## src/sv/assert_macros.svh

```systemverilog
// ----------------------------------------------------------------------------
// Assertion macros
// Shared concurrent assertion wrappers for the transport engine.
// ----------------------------------------------------------------------------
`ifndef ASSERT_MACROS_SVH
`define ASSERT_MACROS_SVH
`ifndef ASSERT_OFF
`define ASSERT_CLK(lbl, clk, rstn, prop) \
    lbl: assert property (@(posedge clk) disable iff (!rstn) prop) \
        else $error("assertion failed");
`define ASSERT_NEVER(lbl, clk, rstn, prop) \
    lbl: assert property (@(posedge clk) disable iff (!rstn) !(prop)) \
        else $error("forbidden condition seen");
`else
`define ASSERT_CLK(lbl, clk, rstn, prop)
`define ASSERT_NEVER(lbl, clk, rstn, prop)
`endif
`endif

```

## src/sv/artx_pkg.sv

```systemverilog
// ----------------------------------------------------------------------------
// artx_pkg
// Types, codes and sizes shared by the transport engine modules.
// ----------------------------------------------------------------------------
package artx_pkg;

    localparam int QUEUE_DEPTH = 8;
    localparam int TABLE_DEPTH = 8;
    localparam int ID_BITS     = 16;
    localparam int PEER_BITS   = 8;
    localparam int MAX_RESULTS = 8;
    localparam int TIME_W      = 32;
    localparam int TMO_W       = 8;

    localparam int QA_W = $clog2(QUEUE_DEPTH);
    localparam int TA_W = $clog2(TABLE_DEPTH);
    localparam int QC_W = QA_W + 1;
    localparam int TC_W = TA_W + 1;
    localparam int IX_W = (QC_W > TC_W) ? QC_W : TC_W;
    localparam int RA_W = $clog2(MAX_RESULTS);
    localparam int RC_W = RA_W + 1;

    localparam logic [1:0] CMD_SEND = 2'd0;
    localparam logic [1:0] CMD_RECV = 2'd1;
    localparam logic [1:0] CMD_TICK = 2'd2;

    localparam logic [1:0] KIND_DATA = 2'd0;
    localparam logic [1:0] KIND_ACK  = 2'd1;
    localparam logic [1:0] KIND_RETX = 2'd2;

    localparam logic [2:0] EV_QUEUED    = 3'd0;
    localparam logic [2:0] EV_REJECTED  = 3'd1;
    localparam logic [2:0] EV_DELIVERED = 3'd2;
    localparam logic [2:0] EV_DUPLICATE = 3'd3;
    localparam logic [2:0] EV_ACK_MATCH = 3'd4;
    localparam logic [2:0] EV_ACK_MISS  = 3'd5;
    localparam logic [2:0] EV_TRANSMIT  = 3'd6;
    localparam logic [2:0] EV_IDLE      = 3'd7;

    typedef struct packed {
        logic [1:0]           cmd;
        logic [ID_BITS-1:0]   msg_id;
        logic [1:0]           msg_kind;
        logic [PEER_BITS-1:0] peer;
        logic [TIME_W-1:0]    now_seconds;
    } in_item_t;

    typedef struct packed {
        logic [2:0]           event_res;
        logic [ID_BITS-1:0]   out_id;
        logic [1:0]           out_kind;
        logic [PEER_BITS-1:0] out_peer;
        logic                 ack_queued;
        logic                 all_done;
        logic                 last;
    } out_item_t;

    typedef struct packed {
        logic [2:0]           event_res;
        logic [ID_BITS-1:0]   out_id;
        logic [1:0]           out_kind;
        logic [PEER_BITS-1:0] out_peer;
        logic                 ack_queued;
    } rec_t;

    typedef struct packed {
        logic push;
        rec_t rec;
        logic start;
        logic done;
    } rbuf_ctl_t;

    typedef struct packed {
        logic            busy;
        logic [RC_W-1:0] count;
    } rbuf_stat_t;

endpackage

```

## src/sv/ack_retransmit_transport_engine_core.sv

```systemverilog
// ----------------------------------------------------------------------------
// ack_retransmit_transport_engine_core
// Positive-acknowledgement transport engine with retransmission on IDs.
// ----------------------------------------------------------------------------
// One item is handled at a time. The sequencer visits one table entry per
// cycle: an ACK walks the pending entries, a received data message the
// seen entries, and a tick the pending entries and then, for each entry
// sent, the queue to find the lowest ID and the entries behind it.
// The results are then presented one per cycle while the output is not
// stalled, and the next item is taken once the last result has left.
`include "assert_macros.svh"

module ack_retransmit_transport_engine_core
    import artx_pkg::*;
(
    input  logic             clk,
    input  logic             rst_n,
    input  logic             cfg_we,
    input  logic [TMO_W-1:0] cfg_wdata,
    input  logic             in_valid,
    output logic             in_stall,
    input  in_item_t         in_item,
    output logic             out_valid,
    input  logic             out_stall,
    output out_item_t        out_item
);

    rbuf_ctl_t  ctl;
    rbuf_stat_t stat;

    artx_engine u_engine (
        .clk       (clk),
        .rst_n     (rst_n),
        .cfg_we    (cfg_we),
        .cfg_wdata (cfg_wdata),
        .in_valid  (in_valid),
        .in_stall  (in_stall),
        .in_item   (in_item),
        .stat      (stat),
        .ctl       (ctl)
    );

    artx_rbuf u_rbuf (
        .clk       (clk),
        .rst_n     (rst_n),
        .ctl       (ctl),
        .stat      (stat),
        .out_valid (out_valid),
        .out_stall (out_stall),
        .out_item  (out_item)
    );

endmodule

```

## src/sv/artx_rbuf.sv

```systemverilog
// ----------------------------------------------------------------------------
// artx_rbuf
// Collects the results of one item and then presents them on the output.
// ----------------------------------------------------------------------------
`include "assert_macros.svh"

module artx_rbuf
    import artx_pkg::*;
(
    input  logic       clk,
    input  logic       rst_n,
    input  rbuf_ctl_t  ctl,
    output rbuf_stat_t stat,
    output logic       out_valid,
    input  logic       out_stall,
    output out_item_t  out_item
);

    rec_t            buf_reg [MAX_RESULTS];
    logic [RC_W-1:0] count_reg, count_next;
    logic [RA_W-1:0] rptr_reg, rptr_next;
    logic            busy_reg, busy_next;
    logic            done_reg, done_next;
    logic            is_last;
    logic            take;
    rec_t            cur;

    always_ff @(posedge clk)
    begin
        if (ctl.push)
        begin
            buf_reg[count_reg[RA_W-1:0]] <= ctl.rec;
        end
    end

    assign cur     = buf_reg[rptr_reg];
    assign is_last = ({1'b0, rptr_reg} == count_reg - RC_W'(1));
    assign take    = busy_reg && !out_stall;

    always_comb
    begin
        count_next = count_reg;
        rptr_next  = rptr_reg;
        busy_next  = busy_reg;
        done_next  = done_reg;
        if (ctl.push)
        begin
            count_next = count_reg + RC_W'(1);
        end
        if (ctl.start)
        begin
            busy_next = 1'b1;
            done_next = ctl.done;
            rptr_next = '0;
        end
        else if (take)
        begin
            if (is_last)
            begin
                busy_next  = 1'b0;
                count_next = '0;
                rptr_next  = '0;
            end
            else
            begin
                rptr_next = rptr_reg + RA_W'(1);
            end
        end
    end

    always_ff @(posedge clk or negedge rst_n)
    begin
        if (!rst_n)
        begin
            count_reg <= '0;
            rptr_reg  <= '0;
            busy_reg  <= 1'b0;
            done_reg  <= 1'b0;
        end
        else
        begin
            count_reg <= count_next;
            rptr_reg  <= rptr_next;
            busy_reg  <= busy_next;
            done_reg  <= done_next;
        end
    end

    assign out_valid           = busy_reg;
    assign out_item.event_res  = cur.event_res;
    assign out_item.out_id     = cur.out_id;
    assign out_item.out_kind   = cur.out_kind;
    assign out_item.out_peer   = cur.out_peer;
    assign out_item.ack_queued = cur.ack_queued;
    assign out_item.all_done   = done_reg;
    assign out_item.last       = is_last;
    assign stat.busy           = busy_reg;
    assign stat.count          = count_reg;

    `ASSERT_CLK(a_last_ends, clk, rst_n, (take && is_last) |=> !busy_reg)
    `ASSERT_NEVER(a_push_busy, clk, rst_n, ctl.push && busy_reg)
    `ASSERT_CLK(a_nonempty, clk, rst_n, busy_reg |-> (count_reg != '0))

endmodule

```

## src/sv/artx_engine.sv

```systemverilog
// ----------------------------------------------------------------------------
// artx_engine
// Queue, pending table and seen ring, walked one entry per cycle by a
// small sequencer built around compare and subtract logic.
// ----------------------------------------------------------------------------
`include "assert_macros.svh"

module artx_engine
    import artx_pkg::*;
(
    input  logic             clk,
    input  logic             rst_n,
    input  logic             cfg_we,
    input  logic [TMO_W-1:0] cfg_wdata,
    input  logic             in_valid,
    output logic             in_stall,
    input  in_item_t         in_item,
    input  rbuf_stat_t       stat,
    output rbuf_ctl_t        ctl
);

    localparam logic [3:0] S_IDLE      = 4'd0;
    localparam logic [3:0] S_DISP      = 4'd1;
    localparam logic [3:0] S_ACK_SCAN  = 4'd2;
    localparam logic [3:0] S_ACK_SHIFT = 4'd3;
    localparam logic [3:0] S_SEEN_SCAN = 4'd4;
    localparam logic [3:0] S_TO_SCAN   = 4'd5;
    localparam logic [3:0] S_DRAIN     = 4'd6;
    localparam logic [3:0] S_MIN_SCAN  = 4'd7;
    localparam logic [3:0] S_EMIT      = 4'd8;
    localparam logic [3:0] S_Q_SHIFT   = 4'd9;
    localparam logic [3:0] S_FIN       = 4'd10;

    logic [ID_BITS-1:0]   q_id_reg   [QUEUE_DEPTH];
    logic [1:0]           q_kind_reg [QUEUE_DEPTH];
    logic [PEER_BITS-1:0] q_peer_reg [QUEUE_DEPTH];
    logic [ID_BITS-1:0]   p_id_reg   [TABLE_DEPTH];
    logic [PEER_BITS-1:0] p_peer_reg [TABLE_DEPTH];
    logic [TIME_W-1:0]    p_time_reg [TABLE_DEPTH];
    logic [ID_BITS-1:0]   seen_reg   [TABLE_DEPTH];

    logic [3:0]         state_reg, state_next;
    in_item_t           cur_reg;
    logic [IX_W-1:0]    idx_reg, idx_next;
    logic [QA_W-1:0]    best_reg, best_next;
    logic [ID_BITS-1:0] bestid_reg, bestid_next;
    logic [QC_W-1:0]    qcnt_reg, qcnt_next;
    logic [TC_W-1:0]    pcnt_reg, pcnt_next;
    logic [TA_W-1:0]    spos_reg, spos_next;
    logic [TC_W-1:0]    sfill_reg, sfill_next;
    logic [ID_BITS-1:0] nid_reg, nid_next;
    logic [TMO_W-1:0]   tmo_reg;

    logic [IX_W-1:0]      idx_p1, rd_ix;
    logic [ID_BITS-1:0]   q_rid;
    logic [1:0]           q_rkind;
    logic [PEER_BITS-1:0] q_rpeer;
    logic [ID_BITS-1:0]   p_rid;
    logic [PEER_BITS-1:0] p_rpeer;
    logic [TIME_W-1:0]    p_rtime;
    logic [TIME_W-1:0]    age;
    logic                 q_full;

    logic                 q_we;
    logic [QA_W-1:0]      q_wa;
    logic [ID_BITS-1:0]   q_wid;
    logic [1:0]           q_wkind;
    logic [PEER_BITS-1:0] q_wpeer;
    logic                 p_we;
    logic [TA_W-1:0]      p_wa;
    logic [ID_BITS-1:0]   p_wid;
    logic [PEER_BITS-1:0] p_wpeer;
    logic [TIME_W-1:0]    p_wtime;
    logic                 s_we;
    logic                 accept;

    assign accept   = in_valid && !in_stall;
    assign in_stall = !((state_reg == S_IDLE) && !stat.busy);
    assign idx_p1   = idx_reg + IX_W'(1);
    assign rd_ix    = ((state_reg == S_Q_SHIFT) || (state_reg == S_ACK_SHIFT)) ?
                      idx_p1 : idx_reg;
    assign q_rid    = q_id_reg[rd_ix[QA_W-1:0]];
    assign q_rkind  = q_kind_reg[rd_ix[QA_W-1:0]];
    assign q_rpeer  = q_peer_reg[rd_ix[QA_W-1:0]];
    assign p_rid    = p_id_reg[rd_ix[TA_W-1:0]];
    assign p_rpeer  = p_peer_reg[rd_ix[TA_W-1:0]];
    assign p_rtime  = p_time_reg[rd_ix[TA_W-1:0]];
    assign age      = cur_reg.now_seconds - p_rtime;
    assign q_full   = (qcnt_reg == QC_W'(QUEUE_DEPTH));

    always_comb
    begin
        state_next  = state_reg;
        idx_next    = idx_reg;
        best_next   = best_reg;
        bestid_next = bestid_reg;
        qcnt_next   = qcnt_reg;
        pcnt_next   = pcnt_reg;
        spos_next   = spos_reg;
        sfill_next  = sfill_reg;
        nid_next    = nid_reg;
        q_we        = 1'b0;
        q_wa        = qcnt_reg[QA_W-1:0];
        q_wid       = cur_reg.msg_id;
        q_wkind     = KIND_ACK;
        q_wpeer     = cur_reg.peer;
        p_we        = 1'b0;
        p_wa        = idx_reg[TA_W-1:0];
        p_wid       = p_rid;
        p_wpeer     = p_rpeer;
        p_wtime     = p_rtime;
        s_we        = 1'b0;
        ctl         = '0;
        ctl.done    = (qcnt_reg == '0) && (pcnt_reg == '0);

        unique case (state_reg)
            S_IDLE:
            begin
                if (accept)
                begin
                    state_next = S_DISP;
                end
            end
            S_DISP:
            begin
                idx_next = '0;
                priority case (cur_reg.cmd)
                    CMD_SEND:
                    begin
                        ctl.push          = 1'b1;
                        ctl.rec.out_peer  = cur_reg.peer;
                        if (q_full)
                        begin
                            ctl.rec.event_res = EV_REJECTED;
                        end
                        else
                        begin
                            ctl.rec.event_res = EV_QUEUED;
                            ctl.rec.out_id    = nid_reg;
                            q_we              = 1'b1;
                            q_wid             = nid_reg;
                            q_wkind           = KIND_DATA;
                            qcnt_next         = qcnt_reg + QC_W'(1);
                            nid_next          = nid_reg + ID_BITS'(1);
                        end
                        state_next = S_FIN;
                    end
                    CMD_RECV:
                    begin
                        state_next = (cur_reg.msg_kind == KIND_ACK) ? S_ACK_SCAN :
                                     S_SEEN_SCAN;
                    end
                    CMD_TICK:
                    begin
                        state_next = S_TO_SCAN;
                    end
                    default:
                    begin
                        ctl.push          = 1'b1;
                        ctl.rec.event_res = EV_IDLE;
                        state_next        = S_FIN;
                    end
                endcase
            end
            S_ACK_SCAN:
            begin
                if (idx_reg >= IX_W'(pcnt_reg))
                begin
                    ctl.push          = 1'b1;
                    ctl.rec.event_res = EV_ACK_MISS;
                    ctl.rec.out_id    = cur_reg.msg_id;
                    ctl.rec.out_peer  = cur_reg.peer;
                    state_next        = S_FIN;
                end
                else if (p_rid == cur_reg.msg_id)
                begin
                    state_next = S_ACK_SHIFT;
                end
                else
                begin
                    idx_next = idx_p1;
                end
            end
            S_ACK_SHIFT:
            begin
                if (idx_p1 < IX_W'(pcnt_reg))
                begin
                    p_we     = 1'b1;
                    idx_next = idx_p1;
                end
                else
                begin
                    pcnt_next         = pcnt_reg - TC_W'(1);
                    ctl.push          = 1'b1;
                    ctl.rec.event_res = EV_ACK_MATCH;
                    ctl.rec.out_id    = cur_reg.msg_id;
                    ctl.rec.out_peer  = cur_reg.peer;
                    state_next        = S_FIN;
                end
            end
            S_SEEN_SCAN:
            begin
                if ((idx_reg >= IX_W'(sfill_reg)) ||
                    (seen_reg[idx_reg[TA_W-1:0]] == cur_reg.msg_id))
                begin
                    ctl.push          = 1'b1;
                    ctl.rec.out_id    = cur_reg.msg_id;
                    ctl.rec.out_peer  = cur_reg.peer;
                    ctl.rec.event_res = EV_DUPLICATE;
                    if (idx_reg >= IX_W'(sfill_reg))
                    begin
                        ctl.rec.event_res = EV_DELIVERED;
                        s_we              = 1'b1;
                        spos_next = (spos_reg == TA_W'(TABLE_DEPTH - 1)) ? '0 :
                                    spos_reg + TA_W'(1);
                        if (sfill_reg != TC_W'(TABLE_DEPTH))
                        begin
                            sfill_next = sfill_reg + TC_W'(1);
                        end
                    end
                    if (!q_full)
                    begin
                        q_we               = 1'b1;
                        qcnt_next          = qcnt_reg + QC_W'(1);
                        ctl.rec.ack_queued = 1'b1;
                    end
                    state_next = S_FIN;
                end
                else
                begin
                    idx_next = idx_p1;
                end
            end
            S_TO_SCAN:
            begin
                if ((idx_reg >= IX_W'(pcnt_reg)) || q_full)
                begin
                    state_next = S_DRAIN;
                end
                else
                begin
                    if (age > TIME_W'(tmo_reg))
                    begin
                        p_we      = 1'b1;
                        p_wtime   = cur_reg.now_seconds;
                        q_we      = 1'b1;
                        q_wid     = p_rid;
                        q_wkind   = KIND_RETX;
                        q_wpeer   = p_rpeer;
                        qcnt_next = qcnt_reg + QC_W'(1);
                    end
                    idx_next = idx_p1;
                end
            end
            S_DRAIN:
            begin
                if ((pcnt_reg < TC_W'(TABLE_DEPTH)) && (qcnt_reg != '0) &&
                    (stat.count < RC_W'(MAX_RESULTS)))
                begin
                    idx_next    = '0;
                    best_next   = '0;
                    bestid_next = '1;
                    state_next  = S_MIN_SCAN;
                end
                else
                begin
                    if (stat.count == '0)
                    begin
                        ctl.push          = 1'b1;
                        ctl.rec.event_res = EV_IDLE;
                    end
                    state_next = S_FIN;
                end
            end
            S_MIN_SCAN:
            begin
                if (idx_reg >= IX_W'(qcnt_reg))
                begin
                    idx_next   = IX_W'(best_reg);
                    state_next = S_EMIT;
                end
                else
                begin
                    if (q_rid < bestid_reg)
                    begin
                        best_next   = idx_reg[QA_W-1:0];
                        bestid_next = q_rid;
                    end
                    idx_next = idx_p1;
                end
            end
            S_EMIT:
            begin
                ctl.push          = 1'b1;
                ctl.rec.event_res = EV_TRANSMIT;
                ctl.rec.out_id    = q_rid;
                ctl.rec.out_kind  = q_rkind;
                ctl.rec.out_peer  = q_rpeer;
                if (q_rkind == KIND_DATA)
                begin
                    p_we      = 1'b1;
                    p_wa      = pcnt_reg[TA_W-1:0];
                    p_wid     = q_rid;
                    p_wpeer   = q_rpeer;
                    p_wtime   = cur_reg.now_seconds;
                    pcnt_next = pcnt_reg + TC_W'(1);
                end
                state_next = S_Q_SHIFT;
            end
            S_Q_SHIFT:
            begin
                if (idx_p1 < IX_W'(qcnt_reg))
                begin
                    q_we     = 1'b1;
                    q_wa     = idx_reg[QA_W-1:0];
                    q_wid    = q_rid;
                    q_wkind  = q_rkind;
                    q_wpeer  = q_rpeer;
                    idx_next = idx_p1;
                end
                else
                begin
                    qcnt_next  = qcnt_reg - QC_W'(1);
                    state_next = S_DRAIN;
                end
            end
            S_FIN:
            begin
                ctl.start  = 1'b1;
                state_next = S_IDLE;
            end
            default:
            begin
                state_next = S_IDLE;
            end
        endcase
    end

    always_ff @(posedge clk)
    begin
        if (accept)
        begin
            cur_reg <= in_item;
        end
        if (q_we)
        begin
            q_id_reg[q_wa]   <= q_wid;
            q_kind_reg[q_wa] <= q_wkind;
            q_peer_reg[q_wa] <= q_wpeer;
        end
        if (p_we)
        begin
            p_id_reg[p_wa]   <= p_wid;
            p_peer_reg[p_wa] <= p_wpeer;
            p_time_reg[p_wa] <= p_wtime;
        end
        if (s_we)
        begin
            seen_reg[spos_reg] <= cur_reg.msg_id;
        end
    end

    always_ff @(posedge clk or negedge rst_n)
    begin
        if (!rst_n)
        begin
            state_reg  <= S_IDLE;
            idx_reg    <= '0;
            best_reg   <= '0;
            bestid_reg <= '0;
            qcnt_reg   <= '0;
            pcnt_reg   <= '0;
            spos_reg   <= '0;
            sfill_reg  <= '0;
            nid_reg    <= '0;
            tmo_reg    <= TMO_W'(2);
        end
        else
        begin
            state_reg  <= state_next;
            idx_reg    <= idx_next;
            best_reg   <= best_next;
            bestid_reg <= bestid_next;
            qcnt_reg   <= qcnt_next;
            pcnt_reg   <= pcnt_next;
            spos_reg   <= spos_next;
            sfill_reg  <= sfill_next;
            nid_reg    <= nid_next;
            if (cfg_we)
            begin
                tmo_reg <= cfg_wdata;
            end
        end
    end

    `ASSERT_CLK(a_accept_busy, clk, rst_n, accept |=> (state_reg == S_DISP))
    `ASSERT_CLK(a_fin_start, clk, rst_n, (state_reg == S_FIN) |=> stat.busy)
    `ASSERT_NEVER(a_q_over, clk, rst_n, q_we && q_full && (state_reg != S_Q_SHIFT))
    `ASSERT_CLK(a_p_bound, clk, rst_n, pcnt_reg <= TC_W'(TABLE_DEPTH))

endmodule
```

## config.mk

```make
export PLATFORM = sky130hd
export DESIGN_NAME = ack_retransmit_transport_engine_core
export DESIGN_NICKNAME = d
export VERILOG_FILES = /design/src/sv/artx_pkg.sv /design/src/sv/ack_retransmit_transport_engine_core.sv /design/src/sv/artx_rbuf.sv /design/src/sv/artx_engine.sv
export VERILOG_INCLUDE_DIRS = /design/src /design/src/sv
export SDC_FILE = /design/constraint.sdc
export NUM_CORES = 1
export LEC_CHECK = 0
export ABC_AREA = 1
export BUFFER_PORTS_ARGS = -buffer_cell sky130_fd_sc_hd__clkbuf_2
export CAP_MARGIN = 20
export CORE_AREA = 2 2 389 391
export DETAILED_ROUTE_END_ITERATION = 8
export DIE_AREA = 0 0 391 393
export MAX_ROUTING_LAYER = met4
export PLACE_DENSITY = 0.48
export SYNTH_ARGS = -nofsm -noshare
export SYNTH_HDL_FRONTEND = slang
export SYNTH_HIERARCHICAL = 1
export SYNTH_SLANG_ARGS = --single-unit
export TNS_END_PERCENT = 1
```

## constraint.sdc

```tcl
create_clock -name clk -period 11.2 [get_ports clk]
set_input_delay 0.56 -clock clk [delete_from_list [all_inputs] [get_ports clk]]
set_output_delay 0.56 -clock clk [all_outputs]
set_load 0.1 [all_outputs]
```

==> impl_metrics.json, run 1 <==
{
  "yosys_warnings": 6,
  "io_buffers": 106,
  "h-tree-depth": 4,
  "worst_setup_path_start_kind": "flop",
  "finalSetupViolations": 0,
  "power.internal_uw": 10660,
  "worst_pin_slew_ns": 1.134,
  "cts_root_buffer": "clkbuf_16",
  "syn_inst": 4487,
  "gp_congestion": 0.9106,
  "syn_to_final_growth_pct": 15.15,
  "vdd_drop_max_uv": 188.6,
  "r2r-end": "u_engine/p_id_reg[0][1]",
  "swShare": 0.4300,
  "ys_seq_elements": 1159,
  "required_ns": 11.57,
  "worst_hold_path_type": "input port to flop",
  "syn-cell-area_um2": 51910,
  "ys_seq_area_frac": 0.6632,
  "clk-insertion-delay-late_ns": 0.77,
  "wl_um": 148700,
  "p_per_area_nw_per_um2": 312.8,
  "coreArea_um2": 149200,
  "rrSetupSlack_ns": 3.53,
  "min-delay-start": "cfg_we",
  "period_minus_slack_ns": 7.671,
  "finalCritPeriodShare": 0.6849,
  "cts_resized": 0,
  "rsz0062_at_grt": "false",
  "dpl_cell_area_um2": 54720,
  "cp_max_fo": 103,
  "synth_most_common_cell": "edfxtp_1",
  "fp-row-count": 142,
  "cts_sinks": 1159,
  "synth_nets": 4654,
  "grt_pass1_wl_um": 220500,
  "seqPwrFrac": 0.337,
  "gr-usage-all-layers": 0.1970,
  "worstSetupEndpoint": "u_engine/p_id_reg[0][1]",
  "synth_edf_count": 1084,
  "startpoint": "u_engine/state_reg[1]",
  "ant_nets": 0,
  "final.setup.tns_ns": 0,
  "cpMaxStageDelayCell": "buf_4",
  "drt_iter0_drc": 2751,
  "nFillCells": 14220,
  "synth.avg_cell_area_um2": 11.57,
  "die_h_um": 393,
  "synthTopCellsByCount": "edfxtp_1 (1084), nor2_1 (607), nand2_1 (587)",
  "start_util": 0.3478,
  "switchingPower_uw": 8039,
  "yosys.area.top_type_share": 0.6270,
  "postLayoutCellArea_um2": 59780,
  "dieArea_um2": 153700,
  "end_kind": "flop",
  "largest_reg_flops": 256,
  "vias": 35010,
  "cts_tree": "built",
  "yosys-top-cells-area": "edfxtp_1 (63%), o21ai_0 (5.6%), nor2_1 (4.4%), nand2_1 (4.2%), dfrtp_1 (3.6%)",
  "crit_type": "flop to flop",
  "p_leak_uw": 0.02150,
  "fin_util": 0.4005,
  "fin_worst_skew_ns": 0.03726,
  "clk_pin_slew_ns": 0.06,
  "dpl.hpwl_um": 89880,
  "status": "complete, no violations",
  "grt_max_degree": 143,
  "ys_types": 59,
  "hold_ws_ns": 0.1656,
  "fin_nets": 4822,
  "cts_setup_buffers": 0,
  "worst_r2r_path_depth": 28,
  "post-route-drc-count": 0,
  "clkPwrFrac": 0.228,
  "antenna_found_initial": 0,
  "async_flop_share": 0.06471,
  "comb_power_share": 0.434,
  "vias_per_cell": 5.228,
  "layout-drive-gt1-share": 0.1065,
  "cts.path.max_buffers": 3,
  "first_global_vias": 33810,
  "synth-main-ff-cell": "edfxtp_1",
  "yosys.area.top_type": "edfxtp_1",
  "drtPass1Iterations": 6,
  "overflow": 0,
  "fmax_ghz": 0.1304,
  "r2r_start": "u_engine/state_reg[1]",
  "slew_viol_final": 0,
  "hold_viol": 0,
  "slew_headroom": 0.2357,
  "fp.dieW_um": 391,
  "max_cap_viol_count": 0,
  "critPathArrivalTime_ns": 8.04,
  "slowest_delay_ns": 0.75,
  "cts_buffers": 133,
  "post_drt_wl_per_cell_um": 22.21,
  "io_pins": 107,
  "design_power_total_uw": 18700
}
logic make-up (layout without fill, tap and decap cells):
group / count (synthesis) / in the layout / synth area share
xor+xnor: 69 / 69 / 0.01164
flops: 1159 / 1159 / 0.6632
other cells: 0 / 1 / 0
compound gates: 1117 / 1117 / 0.1288
mux: 77 / 77 / 0.01492
fa+ha+maj: 94 / 94 / 0.02309
buf+inv: 509 / 774 / 0.04167
simple gates: 1462 / 1462 / 0.1166
metrics by stage:
stage	worst slack, ns	std cells
2_1_floorplan	3.572	4487
3_3_place_gp	3.690	6386
3_5_place_dp	3.480	6388
4_1_cts	3.458	6689
5_1_grt	2.863	6696
6_report	3.529	6697
cells in the final DEF, fill, tap and decap left out, types with 24 or more instances in the layout:
cell              n
a21oi_1         108
buf_4            86
clkbuf_1         25
clkbuf_16       134
clkbuf_2        105
clkinv_1         24
dfrtp_1          71
dlygate4sd3_1    69
edfxtp_1       1084
ha_1             91
inv_1           258
mux2i_1          74
nand2_1         586
nand3_1         149
nand4_1          29
nor2_1          582
nor2_4           28
o21ai_0         585
o21ai_1          28
o21bai_1         28
o221ai_1         69
o22ai_1         183
xor2_1           57
how the worst min path moves through the flow:
stage,end,depth (start not counted)
final,u_engine/tmo_reg[1],3
after global routing,u_engine/tmo_reg[1],3
after CTS,u_engine/tmo_reg[1],3
after detailed placement,u_engine/nid_reg[13],1
after global placement,u_engine/best_reg[0],1
after floorplan,u_engine/best_reg[0],0
power groups by stage:
| stage | clock [µW] | sequential, µW | combinational (µW) |
|---|---|---|---|
| finish | 4270 | 6310 | 8120 |
| CTS | 4390 | 6310 | 8100 |
| global placement | 0 | 6400 | 8060 |
| detailed placement | 0 | 6400 | 8050 |
| floorplan | 0 | 6300 | 5570 |
| global route | 4570 | 6350 | 8900 |
routing by layer:
layer	vias up	routed length (µm)	GRT usage
met4	0	4966	0.06936
met3	243	7397	0.03292
li1	16580	-	-
met5	-	0	-
met2	887	68950	0.3086
met1	17310	67420	0.2590
cell type report:
class	instances	area, µm²	area share
Antenna cell	1	2.502	0.00004186
Clock buffer	160	3461	0.05789
Clock inverter	72	849.6	0.01421
Inverter	272	1031	0.01725
Multi-Input combinational cell	2819	15590	0.2608
Sequential cell	1159	34440	0.5761
Tap cell	1944	2432	0.04069
Timing Repair Buffer	270	1974	0.03303
critical path: cells and delay by family, from the launching register on:
family                   cells  cell delay, ns
AO/OA/AOI/OAI                7            1.49
adder cells (fa/ha/maj)      1            0.38
buffers and inverters        5            1.65
flip-flops                   1            0.42
AND/OR/NAND/NOR             15            3.17
timing repair:
| action | 4_1_cts | 5_1_grt |
|---|---|---|
| setup endpoints to repair | 0 | 0 |
| hold endpoints to repair | 110 | 0 |
| hold buffers | 69 | 0 |
Note: power is estimated with default switching activity, not from simulation.
==> inputs of run 2 (changes only) <==
==> constraint.sdc (replaced) <==
create_clock -name clk -period 7.31 [get_ports clk]
set_input_delay 0.3655 -clock clk [delete_from_list [all_inputs] [get_ports clk]]
set_output_delay 0.3655 -clock clk [all_outputs]
set_load 0.1 [all_outputs]
==> impl_metrics.json, run 2 (synthesis gave the netlist of run 1 again) <==
{
  "finalCritPeriodShare": 0.9367,
  "cp_max_fo": 85,
  "design_power_total_uw": 28820,
  "dpl_cell_area_um2": 55060,
  "syn_to_final_growth_pct": 16.19,
  "topRoutingLayerUsed": "met4",
  "fin_worst_skew_ns": 0.04568,
  "worst_pin_slew_ns": 1.163,
  "antenna_found_initial": 1,
  "fmax_ghz": 0.1461,
  "max_cap_viol_count": 0,
  "finalSetupViolations": 0,
  "rsz0062_at_grt": "false",
  "cpMostUsedCell": "o21ai_0",
  "postLayoutCellArea_um2": 60320,
  "post_drt_wl_per_cell_um": 22.46,
  "critPathArrivalTime_ns": 7.22,
  "ant_nets": 0,
  "dpl.cell_count": 6419,
  "cts_buffers": 134,
  "die_h_um": 393,
  "fin_nets": 4872,
  "worst_setup_path_start_kind": "flop",
  "gr-usage-all-layers": 0.2009,
  "start_util": 0.3478,
  "final_common_cell": "edfxtp_1",
  "end_kind": "flop",
  "layout-drive-gt1-share": 0.1116,
  "slew_headroom": 0.2167,
  "vias": 35830,
  "drtPass1Iterations": 6,
  "dr_wl_met2_um": 72140,
  "drt_iter0_drc": 3371,
  "gp_congestion": 0.9265,
  "slew_viol_final": 0,
  "vdd_drop_max_uv": 288.7,
  "stdcell_count": 6756,
  "worst_hold_path_type": "input port to flop",
  "fp.dieW_um": 391,
  "slowest_delay_ns": 0.90,
  "layout_common_cells": "edfxtp_1 (1084), nand2_1 (586), o21ai_0 (583)",
  "post-route-drc-count": 0,
  "wl_um": 151700,
  "cts_setup_buffers": 0,
  "clk-insertion-delay-late_ns": 0.78,
  "clk_pin_slew_ns": 0.06,
  "period_minus_slack_ns": 6.847,
  "fp-row-count": 142,
  "overflow": 0,
  "hold_ws_ns": 0.06609,
  "dpl.hpwl_um": 93450,
  "required_ns": 7.68,
  "cts_root_buffer": "clkbuf_16",
  "p_per_area_nw_per_um2": 477.7,
  "dieArea_um2": 153700,
  "h-tree-depth": 4,
  "fin_util": 0.4042,
  "vias_per_cell": 5.304,
  "m1WireLength_um": 67150,
  "io_buffers": 106,
  "hold_viol": 0,
  "p_leak_uw": 0.02177,
  "cts_tree": "built",
  "cts_sinks": 1159,
  "cpMaxStageDelayCell": "o21ai_0",
  "largest_reg_flops": 256,
  "grt_pass1_wl_um": 224800,
  "io_pins": 107,
  "n_antenna_cell": 0,
  "cts.path.max_buffers": 3,
  "crit_type": "flop to flop",
  "first_global_vias": 34420,
  "coreArea_um2": 149200,
  "grt_max_degree": 159,
  "wl_met3_um": 8024,
  "status": "complete, no violations"
}
==> run 2: worst paths after layout <==
path	start	endpoint	slack, ns	cells past startpoint
setup / recovery	u_engine/state_reg[1]	u_engine/q_id_reg[7][15]	0.46	26
hold / removal	out_stall	u_rbuf/rptr_reg[1]	0.07	5
setup reg to reg	u_engine/state_reg[1]	u_engine/q_id_reg[7][15]	0.46	26
hold reg to reg	u_engine/nid_reg[4]	u_engine/nid_reg[4]	0.49	1
max in group asynchronous	rst_n	u_engine/tmo_reg[1]	6.14	3
min in group asynchronous	rst_n	u_rbuf/rptr_reg[2]	0.18	2
==> run 2: where the power goes <==
part / switching (µW) / internal (µW) / total [µW]
registers: 377 / 9310 / 9680
clock network: 2790 / 3790 / 6570
logic: 9220 / 3340 / 12600
total: 12400 / 16400 / 28800
==> run 2: worst max-delay path, delay by kind of cell, from the launching register on <==
| kind | cells | cell delay [ns] |
|---|---|---|
| flip-flops | 1 | 0.41 |
| buffers and inverters | 2 | 0.43 |
| AND/OR/NAND/NOR | 14 | 2.73 |
| AO/OA/AOI/OAI | 9 | 2.30 |
| adder cells (fa/ha/maj) | 1 | 0.46 |
==> run 2: per-stage QoR <==
stage / worst slack [ns] / setup TNS, ns
finish: 0.4631 / 0
global route: 0.002173 / 0
CTS: 0.4225 / 0
detailed placement: 0.4469 / 0
global placement: 0.4817 / 0
floorplan: -0.3176 / -141.24
==> run 2: cell type report <==
type	count	area [µm²]
inverter	272	1031
fill	14050	88920
tap	1944	2432
multi-input combinational	2819	15590
sequential	1159	34440
clock inverter	70	782.0
timing repair buffer	319	2475
clock buffer	173	3572
==> run 2: repair_timing <==
item / in CTS / in global routing
gates resized for setup: 0 / 1
setup endpoints to repair: 0 / 26
endpoints found under the hold margin: 116 / 0
hold buffers: 84 / 0
==> run 2: layer usage <==
metal  GRT usage  vias up
met5           -        -
met4     0.06550        0
met3     0.02943      255
met2      0.3236     1066
met1      0.2616    17820
li1            -    16700
